## src/rtl/rwlt_pkg.sv

```systemverilog
`timescale 1ns / 1ps
// ----------------------------------------------------------------------------
// rwlt_pkg
// Shared types and constants of the reader/writer lock table.
// ----------------------------------------------------------------------------
package rwlt_pkg;

  localparam int unsigned MODE_W      = 2;
  localparam int unsigned IN_KEY_W    = 32;
  localparam int unsigned STATUS_W    = 3;
  localparam int unsigned HOLD_W      = 16;
  localparam int unsigned IN_TDATA_W  = 40;
  localparam int unsigned OUT_TDATA_W = 24;
  localparam int unsigned KEY_EXT_W   = 64;

  localparam logic signed [HOLD_W-1:0] HOLD_MAX    = 16'sd32767;
  localparam logic signed [HOLD_W-1:0] WRITER_HELD = -16'sd1;
  localparam logic signed [HOLD_W-1:0] HOLD_NONE   = 16'sd0;
  localparam logic signed [HOLD_W-1:0] HOLD_ONE    = 16'sd1;

  typedef enum logic [MODE_W-1:0] {
    MODE_OPEN      = 2'd0,
    MODE_CLOSE     = 2'd1,
    MODE_DOWNGRADE = 2'd2,
    MODE_UPGRADE   = 2'd3
  } mode_e;

  typedef enum logic [STATUS_W-1:0] {
    ST_OK        = 3'd0,
    ST_WRITER    = 3'd1,
    ST_BUSY      = 3'd2,
    ST_FULL      = 3'd3,
    ST_NOT_FREED = 3'd4,
    ST_NO_ENTRY  = 3'd5,
    ST_VIOLATION = 3'd6
  } status_e;

  // controller -> datapath
  typedef struct packed {
    logic load_req;  // latch request, restart scan
    logic scan_en;   // read the entry at the scan index
    logic commit;    // apply table update, load result register
  } rwlt_cmd_t;

  // datapath -> controller
  typedef struct packed {
    logic scan_last;
  } rwlt_sts_t;

endpackage

```

## src/rtl/rwlt_ctrl.sv

```systemverilog
`timescale 1ns / 1ps
// ----------------------------------------------------------------------------
// rwlt_ctrl
// Request sequencer: accept, scan, drain, decide, hand over to result beat.
// ----------------------------------------------------------------------------
module rwlt_ctrl (
  input  logic             clk_i,
  input  logic             rst_ni,
  input  logic             in_valid_i,
  output logic             in_ready_o,
  output logic             out_valid_o,
  input  logic             out_ready_i,
  input  rwlt_pkg::rwlt_sts_t sts_i,
  output rwlt_pkg::rwlt_cmd_t cmd_o
);
  import rwlt_pkg::*;

  typedef enum logic [1:0] {
    S_IDLE,
    S_SCAN,
    S_DRAIN,
    S_DECIDE
  } state_e;

  state_e state_q;
  logic   out_valid_q;

  assign in_ready_o      = (state_q == S_IDLE);
  assign out_valid_o     = out_valid_q;
  assign cmd_o.load_req  = in_valid_i && (state_q == S_IDLE);
  assign cmd_o.scan_en   = (state_q == S_SCAN);
  assign cmd_o.commit    = (state_q == S_DECIDE) && (!out_valid_q || out_ready_i);

  always_ff @(posedge clk_i or negedge rst_ni) begin
    if (!rst_ni) begin
      state_q     <= S_IDLE;
      out_valid_q <= 1'b0;
    end else begin
      if (cmd_o.commit) begin
        out_valid_q <= 1'b1;
      end else if (out_ready_i) begin
        out_valid_q <= 1'b0;
      end
      unique case (state_q)
        S_IDLE: begin
          if (in_valid_i) state_q <= S_SCAN;
        end
        S_SCAN: begin
          if (sts_i.scan_last) state_q <= S_DRAIN;
        end
        S_DRAIN: begin
          state_q <= S_DECIDE;
        end
        S_DECIDE: begin
          if (cmd_o.commit) state_q <= S_IDLE;
        end
        default: begin
          state_q <= S_IDLE;
        end
      endcase
    end
  end

endmodule

```

## src/rtl/rwlt_dp.sv

```systemverilog
`timescale 1ns / 1ps
// ----------------------------------------------------------------------------
// rwlt_dp
// Lock table storage, sequential lookup and the per-request decision.
// ----------------------------------------------------------------------------
module rwlt_dp #(
  parameter int unsigned TABLE_ENTRIES = 16,
  parameter int unsigned KEY_BITS      = 32
) (
  input  logic                             clk_i,
  input  logic                             rst_ni,
  input  rwlt_pkg::rwlt_cmd_t              cmd_i,
  output rwlt_pkg::rwlt_sts_t              sts_o,
  input  logic [rwlt_pkg::MODE_W-1:0]      mode_i,
  input  logic [rwlt_pkg::IN_KEY_W-1:0]    key_i,
  input  logic                             read_only_i,
  input  logic                             swap_in_use_i,
  output logic [rwlt_pkg::STATUS_W-1:0]    status_o,
  output logic signed [rwlt_pkg::HOLD_W-1:0] holders_after_o
);
  import rwlt_pkg::*;

  localparam int unsigned IDX_W = (TABLE_ENTRIES > 1) ? $clog2(TABLE_ENTRIES) : 1;
  localparam int unsigned ENT_W = KEY_BITS + HOLD_W;

  // request
  mode_e               mode_q;
  logic [KEY_BITS-1:0] key_q;
  logic                rd_q;
  logic                swap_q;
  logic [KEY_EXT_W-1:0] key_ext;

  // table: valid bits in flops, key/count in memory
  logic [TABLE_ENTRIES-1:0] valid_q;
  logic [ENT_W-1:0]         mem_q [TABLE_ENTRIES];

  // scan pipeline
  logic [IDX_W-1:0] idx_q;
  logic [ENT_W-1:0] rdata_q;
  logic             chk_en_q;
  logic             chk_valid_q;
  logic [IDX_W-1:0] chk_idx_q;

  // lookup results
  logic                     found_q;
  logic [IDX_W-1:0]         hit_idx_q;
  logic signed [HOLD_W-1:0] hit_h_q;
  logic                     free_q;
  logic [IDX_W-1:0]         free_idx_q;

  // decision
  status_e                  status_d;
  logic signed [HOLD_W-1:0] after_d;
  logic                     wr_en;
  logic [IDX_W-1:0]         wr_idx;
  logic signed [HOLD_W-1:0] new_h;
  logic                     set_v;
  logic                     clr_v;

  // result register
  status_e                  status_q;
  logic signed [HOLD_W-1:0] after_q;

  assign key_ext         = {{(KEY_EXT_W-IN_KEY_W){1'b0}}, key_i};
  assign sts_o.scan_last = (idx_q == IDX_W'(TABLE_ENTRIES - 1));
  assign status_o        = status_q;
  assign holders_after_o = after_q;

  always_ff @(posedge clk_i) begin
    if (cmd_i.load_req) begin
      mode_q <= mode_e'(mode_i);
      key_q  <= key_ext[KEY_BITS-1:0];
      rd_q   <= read_only_i;
      swap_q <= swap_in_use_i;
    end
    if (cmd_i.commit && wr_en) begin
      mem_q[wr_idx] <= {key_q, new_h};
    end
    if (cmd_i.scan_en) begin
      rdata_q     <= mem_q[idx_q];
      chk_valid_q <= valid_q[idx_q];
      chk_idx_q   <= idx_q;
    end
    if (cmd_i.commit) begin
      status_q <= status_d;
      after_q  <= after_d;
    end
  end

  always_ff @(posedge clk_i or negedge rst_ni) begin
    if (!rst_ni) begin
      valid_q    <= '0;
      idx_q      <= '0;
      chk_en_q   <= 1'b0;
      found_q    <= 1'b0;
      free_q     <= 1'b0;
      hit_idx_q  <= '0;
      free_idx_q <= '0;
      hit_h_q    <= HOLD_NONE;
    end else begin
      chk_en_q <= cmd_i.scan_en;
      if (cmd_i.load_req) begin
        idx_q   <= '0;
        found_q <= 1'b0;
        free_q  <= 1'b0;
      end else begin
        if (cmd_i.scan_en) idx_q <= idx_q + 1'b1;
        if (chk_en_q) begin
          // first matching entry wins; lowest free slot kept
          if (chk_valid_q && !found_q && (rdata_q[ENT_W-1:HOLD_W] == key_q)) begin
            found_q   <= 1'b1;
            hit_idx_q <= chk_idx_q;
            hit_h_q   <= rdata_q[HOLD_W-1:0];
          end
          if (!chk_valid_q && !free_q) begin
            free_q     <= 1'b1;
            free_idx_q <= chk_idx_q;
          end
        end
      end
      if (cmd_i.commit) begin
        if (set_v) valid_q[wr_idx]    <= 1'b1;
        if (clr_v) valid_q[hit_idx_q] <= 1'b0;
      end
    end
  end

  always_comb begin
    status_d = ST_OK;
    after_d  = HOLD_NONE;
    wr_en    = 1'b0;
    wr_idx   = hit_idx_q;
    new_h    = hit_h_q;
    set_v    = 1'b0;
    clr_v    = 1'b0;
    case (mode_q)
      MODE_OPEN: begin
        if (found_q) begin
          after_d = hit_h_q;
          if (rd_q) begin
            if (hit_h_q < HOLD_NONE) begin
              status_d = ST_WRITER;
            end else if (hit_h_q >= HOLD_MAX) begin
              status_d = ST_BUSY;
            end else begin
              new_h   = hit_h_q + HOLD_ONE;
              wr_en   = 1'b1;
              after_d = new_h;
            end
          end else begin
            if (hit_h_q != HOLD_NONE) begin
              status_d = ST_BUSY;
            end else begin
              new_h   = WRITER_HELD;
              wr_en   = 1'b1;
              after_d = WRITER_HELD;
            end
          end
        end else if (!free_q) begin
          status_d = ST_FULL;
        end else if (swap_q) begin
          status_d = ST_BUSY;
        end else begin
          wr_idx  = free_idx_q;
          new_h   = rd_q ? HOLD_ONE : WRITER_HELD;
          wr_en   = 1'b1;
          set_v   = 1'b1;
          after_d = new_h;
        end
      end
      MODE_CLOSE: begin
        if (!found_q) begin
          status_d = ST_NOT_FREED;
        end else if (rd_q) begin
          if (hit_h_q <= HOLD_NONE) begin
            status_d = ST_VIOLATION;
            after_d  = hit_h_q;
          end else if (hit_h_q == HOLD_ONE) begin
            clr_v = 1'b1;
          end else begin
            new_h    = hit_h_q - HOLD_ONE;
            wr_en    = 1'b1;
            status_d = ST_NOT_FREED;
            after_d  = new_h;
          end
        end else if (hit_h_q != WRITER_HELD) begin
          status_d = ST_VIOLATION;
          after_d  = hit_h_q;
        end else begin
          clr_v = 1'b1;
        end
      end
      MODE_DOWNGRADE: begin
        if (!found_q) begin
          status_d = ST_NO_ENTRY;
        end else if (hit_h_q != WRITER_HELD) begin
          status_d = ST_VIOLATION;
          after_d  = hit_h_q;
        end else begin
          new_h   = HOLD_ONE;
          wr_en   = 1'b1;
          after_d = HOLD_ONE;
        end
      end
      MODE_UPGRADE: begin
        if (!found_q) begin
          status_d = ST_NO_ENTRY;
        end else if (hit_h_q != HOLD_ONE) begin
          status_d = ST_BUSY;
          after_d  = hit_h_q;
        end else begin
          new_h   = WRITER_HELD;
          wr_en   = 1'b1;
          after_d = WRITER_HELD;
        end
      end
      default: begin
        status_d = ST_OK;
      end
    endcase
  end

endmodule

```

## src/rtl/reader_writer_lock_table.sv

```systemverilog
`timescale 1ns / 1ps
// ----------------------------------------------------------------------------
// reader_writer_lock_table
// Fixed table of keyed reader/writer locks with open, close, downgrade and
// upgrade requests; one status beat per request.
// ----------------------------------------------------------------------------
// Usage:
//   Requests arrive as beats on the s_axis channel, results leave as beats on
//   the m_axis channel, exactly one result beat per request beat, in order.
//   A request is taken when s_axis_tvalid_i and s_axis_tready_o are both high.
//   The block then walks the table one entry per cycle through a single
//   registered read port: a scan of every entry, a drain step that checks
//   the last entry read, and a decision step that updates the table and
//   loads the result register. A new request is taken only once the previous
//   one has left its decision step; the scan length sets the rate.
//   Lookup takes the first valid entry whose key matches; a new entry goes to
//   the lowest free slot. Keys are compared on their low KEY_BITS bits.
//   The result register frees the input side: the next request is taken and
//   scanned while a result still waits. If the sink stalls, the finished
//   request holds in its decision cycle, table untouched, until the result
//   register empties.
//   Reset (rst_ni low, asynchronous) empties the table at once by clearing the
//   valid bits; key and count storage is not cleared and needs no pass.
// ----------------------------------------------------------------------------
module reader_writer_lock_table #(
  parameter int unsigned TABLE_ENTRIES = 16,
  parameter int unsigned KEY_BITS      = 32
) (
  input  logic                                clk_i,
  input  logic                                rst_ni,
  // request channel
  input  logic                                s_axis_tvalid_i,
  output logic                                s_axis_tready_o,
  // [1:0] mode, [33:2] key, [34] read_only, [35] swap_in_use, [39:36] zero
  input  logic [rwlt_pkg::IN_TDATA_W-1:0]     s_axis_tdata_i,
  // result channel
  output logic                                m_axis_tvalid_o,
  input  logic                                m_axis_tready_i,
  // [2:0] status, [18:3] holders_after (signed), [23:19] zero
  output logic [rwlt_pkg::OUT_TDATA_W-1:0]    m_axis_tdata_o
);
  import rwlt_pkg::*;

  localparam int unsigned OUT_PAD_W = OUT_TDATA_W - STATUS_W - HOLD_W;

  rwlt_cmd_t                cmd;
  rwlt_sts_t                sts;
  logic [STATUS_W-1:0]      status;
  logic signed [HOLD_W-1:0] holders_after;

  // Sequencer: owns handshakes and the scan / decide schedule
  rwlt_ctrl u_ctrl (
    .clk_i       (clk_i),
    .rst_ni      (rst_ni),
    .in_valid_i  (s_axis_tvalid_i),
    .in_ready_o  (s_axis_tready_o),
    .out_valid_o (m_axis_tvalid_o),
    .out_ready_i (m_axis_tready_i),
    .sts_i       (sts),
    .cmd_o       (cmd)
  );

  // Table storage, lookup and decision
  rwlt_dp #(
    .TABLE_ENTRIES (TABLE_ENTRIES),
    .KEY_BITS      (KEY_BITS)
  ) u_dp (
    .clk_i           (clk_i),
    .rst_ni          (rst_ni),
    .cmd_i           (cmd),
    .sts_o           (sts),
    .mode_i          (s_axis_tdata_i[MODE_W-1:0]),
    .key_i           (s_axis_tdata_i[MODE_W+IN_KEY_W-1:MODE_W]),
    .read_only_i     (s_axis_tdata_i[MODE_W+IN_KEY_W]),
    .swap_in_use_i   (s_axis_tdata_i[MODE_W+IN_KEY_W+1]),
    .status_o        (status),
    .holders_after_o (holders_after)
  );

  assign m_axis_tdata_o = {{OUT_PAD_W{1'b0}}, holders_after, status};

`ifndef SYNTHESIS
  // once a request is taken, no further beat is taken on the next cycle
  a_busy_after_accept: assert property (@(posedge clk_i) disable iff (!rst_ni)
    (s_axis_tvalid_i && s_axis_tready_o) |=> !s_axis_tready_o)
    else $error("request accepted while previous one still in progress");

  // a result is only loaded when the result register is free or draining
  a_no_overwrite: assert property (@(posedge clk_i) disable iff (!rst_ni)
    cmd.commit |-> (!m_axis_tvalid_o || m_axis_tready_i))
    else $error("result register overwritten before it was taken");

  // full table and missing entry always report a zero holder count
  a_zero_holders: assert property (@(posedge clk_i) disable iff (!rst_ni)
    (m_axis_tvalid_o && ((status == ST_FULL) || (status == ST_NO_ENTRY)))
      |-> (holders_after == HOLD_NONE))
    else $error("nonzero holder count with full or no-entry status");

  // status codes above violation are never produced
  a_status_range: assert property (@(posedge clk_i) disable iff (!rst_ni)
    m_axis_tvalid_o |-> (status != 3'd7))
    else $error("undefined status code on result channel");
`endif

endmodule
```

## config.mk

```make
export PLATFORM = sky130hd
export DESIGN_NAME = reader_writer_lock_table
export DESIGN_NICKNAME = d
export VERILOG_FILES = /design/src/rtl/rwlt_pkg.sv /design/src/rtl/rwlt_ctrl.sv /design/src/rtl/rwlt_dp.sv /design/src/rtl/reader_writer_lock_table.sv
export SDC_FILE = /design/constraint.sdc
export NUM_CORES = 1
export LEC_CHECK = 0
export ABC_AREA = 1
export BUFFER_PORTS_ARGS = -buffer_cell sky130_fd_sc_hd__clkbuf_2
export CAP_MARGIN = 20
export CORE_AREA = 8 8 304 453
export CTS_BUF_LIST = sky130_fd_sc_hd__clkbuf_8 sky130_fd_sc_hd__clkbuf_16
export DETAILED_ROUTE_END_ITERATION = 6
export DIE_AREA = 0 0 312 461
export SLEW_MARGIN = 20
export SYNTH_ARGS = -nofsm -noshare
export SYNTH_HDL_FRONTEND = slang
export SYNTH_SLANG_ARGS = --single-unit
```

## constraint.sdc

```tcl
create_clock -name clk_i -period 9.5 [get_ports clk_i]
set_input_delay 1.9 -clock clk_i [delete_from_list [all_inputs] [get_ports clk_i]]
set_output_delay 1.9 -clock clk_i [all_outputs]
set_load 0.005 [all_outputs]
```

==> results.cfg <==
[grt]
antenna_found_initial = 1
grt_pass1_wl_um = 157200
grt_max_degree = 241
grt_overflow_total = 0
grt_usage = 0.1406
grt_pass1_vias = 25190

[status]
outcome = finished, final reports clean

[setup_path]
worstSetupPathType = flip-flop to flip-flop
crit_chain = inv_1 -> nor3_2 -> nand3_4 -> nand2_2 -> o21ai_1 -> inv_1 -> o211ai_1 -> nand2_1 -> nand2_2 -> nor2_4 -> buf_4
worst-r2r-setup-slack_ns = 4.70
setup.worst_path.start = u_dp.hit_h_q[15]
cp.required_ns = 9.79
crit_slowest_cell = buf_4
cp-endpoint = u_dp.mem_q[14][13]
r2r_cells = 11
arrival_ns = 5.09
r2r-start = u_dp.hit_h_q[15]
rr_endpoint = u_dp.mem_q[14][13]
cp-start-kind = flip-flop
max_stage_delay_ns = 0.75
critical_path.max_fanout = 36
cp-end-kind = flip-flop

[sta]
hold_viol = 0
skew_ns = 0.02289
max-slew-margin-rel = 0.2156
worst_pin_slew_ns = 1.177
setup_viol = 0
rsz0062_at_grt = false
period_share = 0.5054
maxSlewViolCount = 0
fmax_ghz = 0.2083
setup-tns-final_ns = 0
min_period_ns = 4.801

[detailed_routing]
drt_iter0_drc = 2415
dr.pass1.iters = 5
wl_per_cell_um = 20.65
route.vias.total = 26150
vias_per_cell = 5.117
ant_nets = 0
drc = 0
routed_wl_um = 105500

[floorplanning]
dieWidth_um = 312
dieArea_um2 = 143800
rows = 163
ioPinCount = 70
die_h_um = 461
core_um2 = 130900
start_util = 0.2976

[clocking]
h-tree-depth = 3
clk_pin_slew_ns = 0.07
cts_max_path_buffers = 3
cts_setup_buffers = 0
clockRootBuffer = clkbuf_16
clock_sinks = 926
cts_tree = built
cts.repair.resized = 0
cts_buffers = 89
postCtsHoldBufs = 0
clkLatencyLatePin_ns = 0.66

[synth]
ys_seq_area_frac = 0.7073
synth_common_cells = edfxtp_1, o21ai_0, nor2_1, nand2_1, clkbuf_1
synth_area_per_cell_um2 = 11.68
synth_cell_types = 48
yosys-top-cells-area = edfxtp_1, o21ai_0, nor2_1, nand2_1, dfrtp_1
synth_seq_cells = 926
syn_inst = 3337
synth_ff_type = edfxtp_1
synth_edf_count = 876
synthMostInstantiatedCell = edfxtp_1
yosys.area.top_type = edfxtp_1
synth_warnings = 0
synth_area_um2 = 38960
yosysTopAreaCellShare = 0.6751
synth-async-reset-ratio = 0.05400

[final_layout]
finish.utilization = 0.3340
finalNetCount = 3371
drive_gt1_frac = 0.08884
stdcell_count = 5110
area_growth_pct = 12.25

[flow_run]
maxCapViolations = 0

[power]
peakVddDrop_mv = 0.3422
power_leakage_nw = 14.65
cellPowerDensity_nw_per_um2 = 263.1

[placed_design]
dpl.hpwl_um = 54840
numPortBuffers = 60
place_inst = 4957
place.gp.congestion = 0.9120

[min_path]
hp-class = flip-flop to flip-flop
[worst min path at each step]
stage / startpoint / slack (ns) / cells past startpoint / to
after detailed placement: u_dp.rdata_q[10] / 0.45 / 2 / u_dp.hit_h_q[10]
final: u_dp.rdata_q[13] / 0.46 / 2 / u_dp.hit_h_q[13]
after global placement: u_dp.rdata_q[10] / 0.44 / 2 / u_dp.hit_h_q[10]
after global routing: u_dp.rdata_q[13] / 0.48 / 2 / u_dp.hit_h_q[13]
after CTS: u_dp.rdata_q[13] / 0.46 / 2 / u_dp.hit_h_q[13]
after floorplan: u_dp.idx_q[2] / 0.42 / 0 / u_dp.chk_idx_q[2]
[logic make-up (layout without fill, tap and decap cells)]
group           after synthesis  count (layout)  synth area share
mux                           4               4          0.001156
buf+inv                     356             392           0.03658
fa+ha+maj                    11              11          0.003532
xor+xnor                     13              13          0.002922
compound gates              822             822            0.1210
other cells                   1               6        0.00009625
simple gates               1204            1204            0.1275
flops                       926             926            0.7073
[state kept, by name, summed over array words and instances (netlist names)]
signal	count
u_dp.swap_q	1
u_dp.free_idx_q	4
u_dp.mem_q	768
u_ctrl.out_valid_o	1
u_dp.holders_after_o	16
u_dp.key_q	32
u_dp.free_q	1
u_ctrl.state_q	2
u_dp.hit_idx_q	4
u_dp.valid_q	16
u_dp.hit_h_q	16
u_dp.found_q	1
u_dp.chk_valid_q	1
u_dp.chk_idx_q	4
u_dp.rd_q	1
u_dp.status_o	3
u_dp.mode_q	2
u_dp.chk_en_q	1
u_dp.rdata_q	48
u_dp.idx_q	4
[layout make-up]
cell class,instances,area [um^2]
clock buffer,93,2327
inverter,137,531.8
fill,12950,87200
tap,1732,2167
sequential,926,27570
clock inverter,59,341.6
timing repair buffer,103,648.1
multi-input combinational,2059,10150
antenna,1,2.502
[where the power goes]
group | internal, mW | total (mW) | switching, mW
Combinational | 0.817 | 2.90 | 2.08
Clock | 1.84 | 3.30 | 1.46
Sequential | 5.01 | 5.31 | 0.306
[placed cells by master (no fill, tap or decap), types with 5 or more instances in the layout]
cell,n
a21oi_1,38
buf_4,41
clkbuf_16,93
clkbuf_2,60
clkinv_1,19
clkinv_2,14
conb_1,5
dfrtp_1,46
edfxtp_1,876
ha_1,10
inv_1,141
inv_2,11
nand2_1,476
nand2_2,12
nand3_1,167
nand4_1,28
nor2_1,460
nor2_2,14
nor2_4,22
nor3_1,14
o211ai_1,22
o21ai_0,511
o21ai_1,10
o21bai_1,10
o221ai_1,80
o22ai_1,129
xor2_1,10
[routing by layer]
| metal | vias up | GRT usage | share of wire |
|---|---|---|---|
| met4 | 2 | 0.05955 | 0.037 |
| met1 | 13040 | 0.1721 | 0.40 |
| met3 | 202 | 0.02046 | 0.058 |
| li1 | 12020 | - | - |
| met5 | - | 0 | 0.00012 |
| met2 | 884 | 0.2468 | 0.50 |
[per-stage QoR]
step	power, mW	hold slack, ns	cell area (um^2)	worst slack [ns]
2_1_floorplan	7.237	0.4231	38980	3.309
3_3_place_gp	8.247	0.4361	41060	4.278
3_5_place_dp	8.311	0.4496	41060	4.297
4_1_cts	11.61	0.4623	43730	4.758
5_1_grt	12.08	0.4788	43730	4.480
6_report	11.51	0.4551	43730	4.699
[worst max-delay path: cells and delay by family (launching register included)]
family	cells	cell delay, ns
and+or+nand+nor	6	2.19
AOI/OAI and AO/OA	2	0.22
buffers and inverters	3	1.26
DFF	1	0.70
No activity file was read; power rests on OpenSTA's default activity.
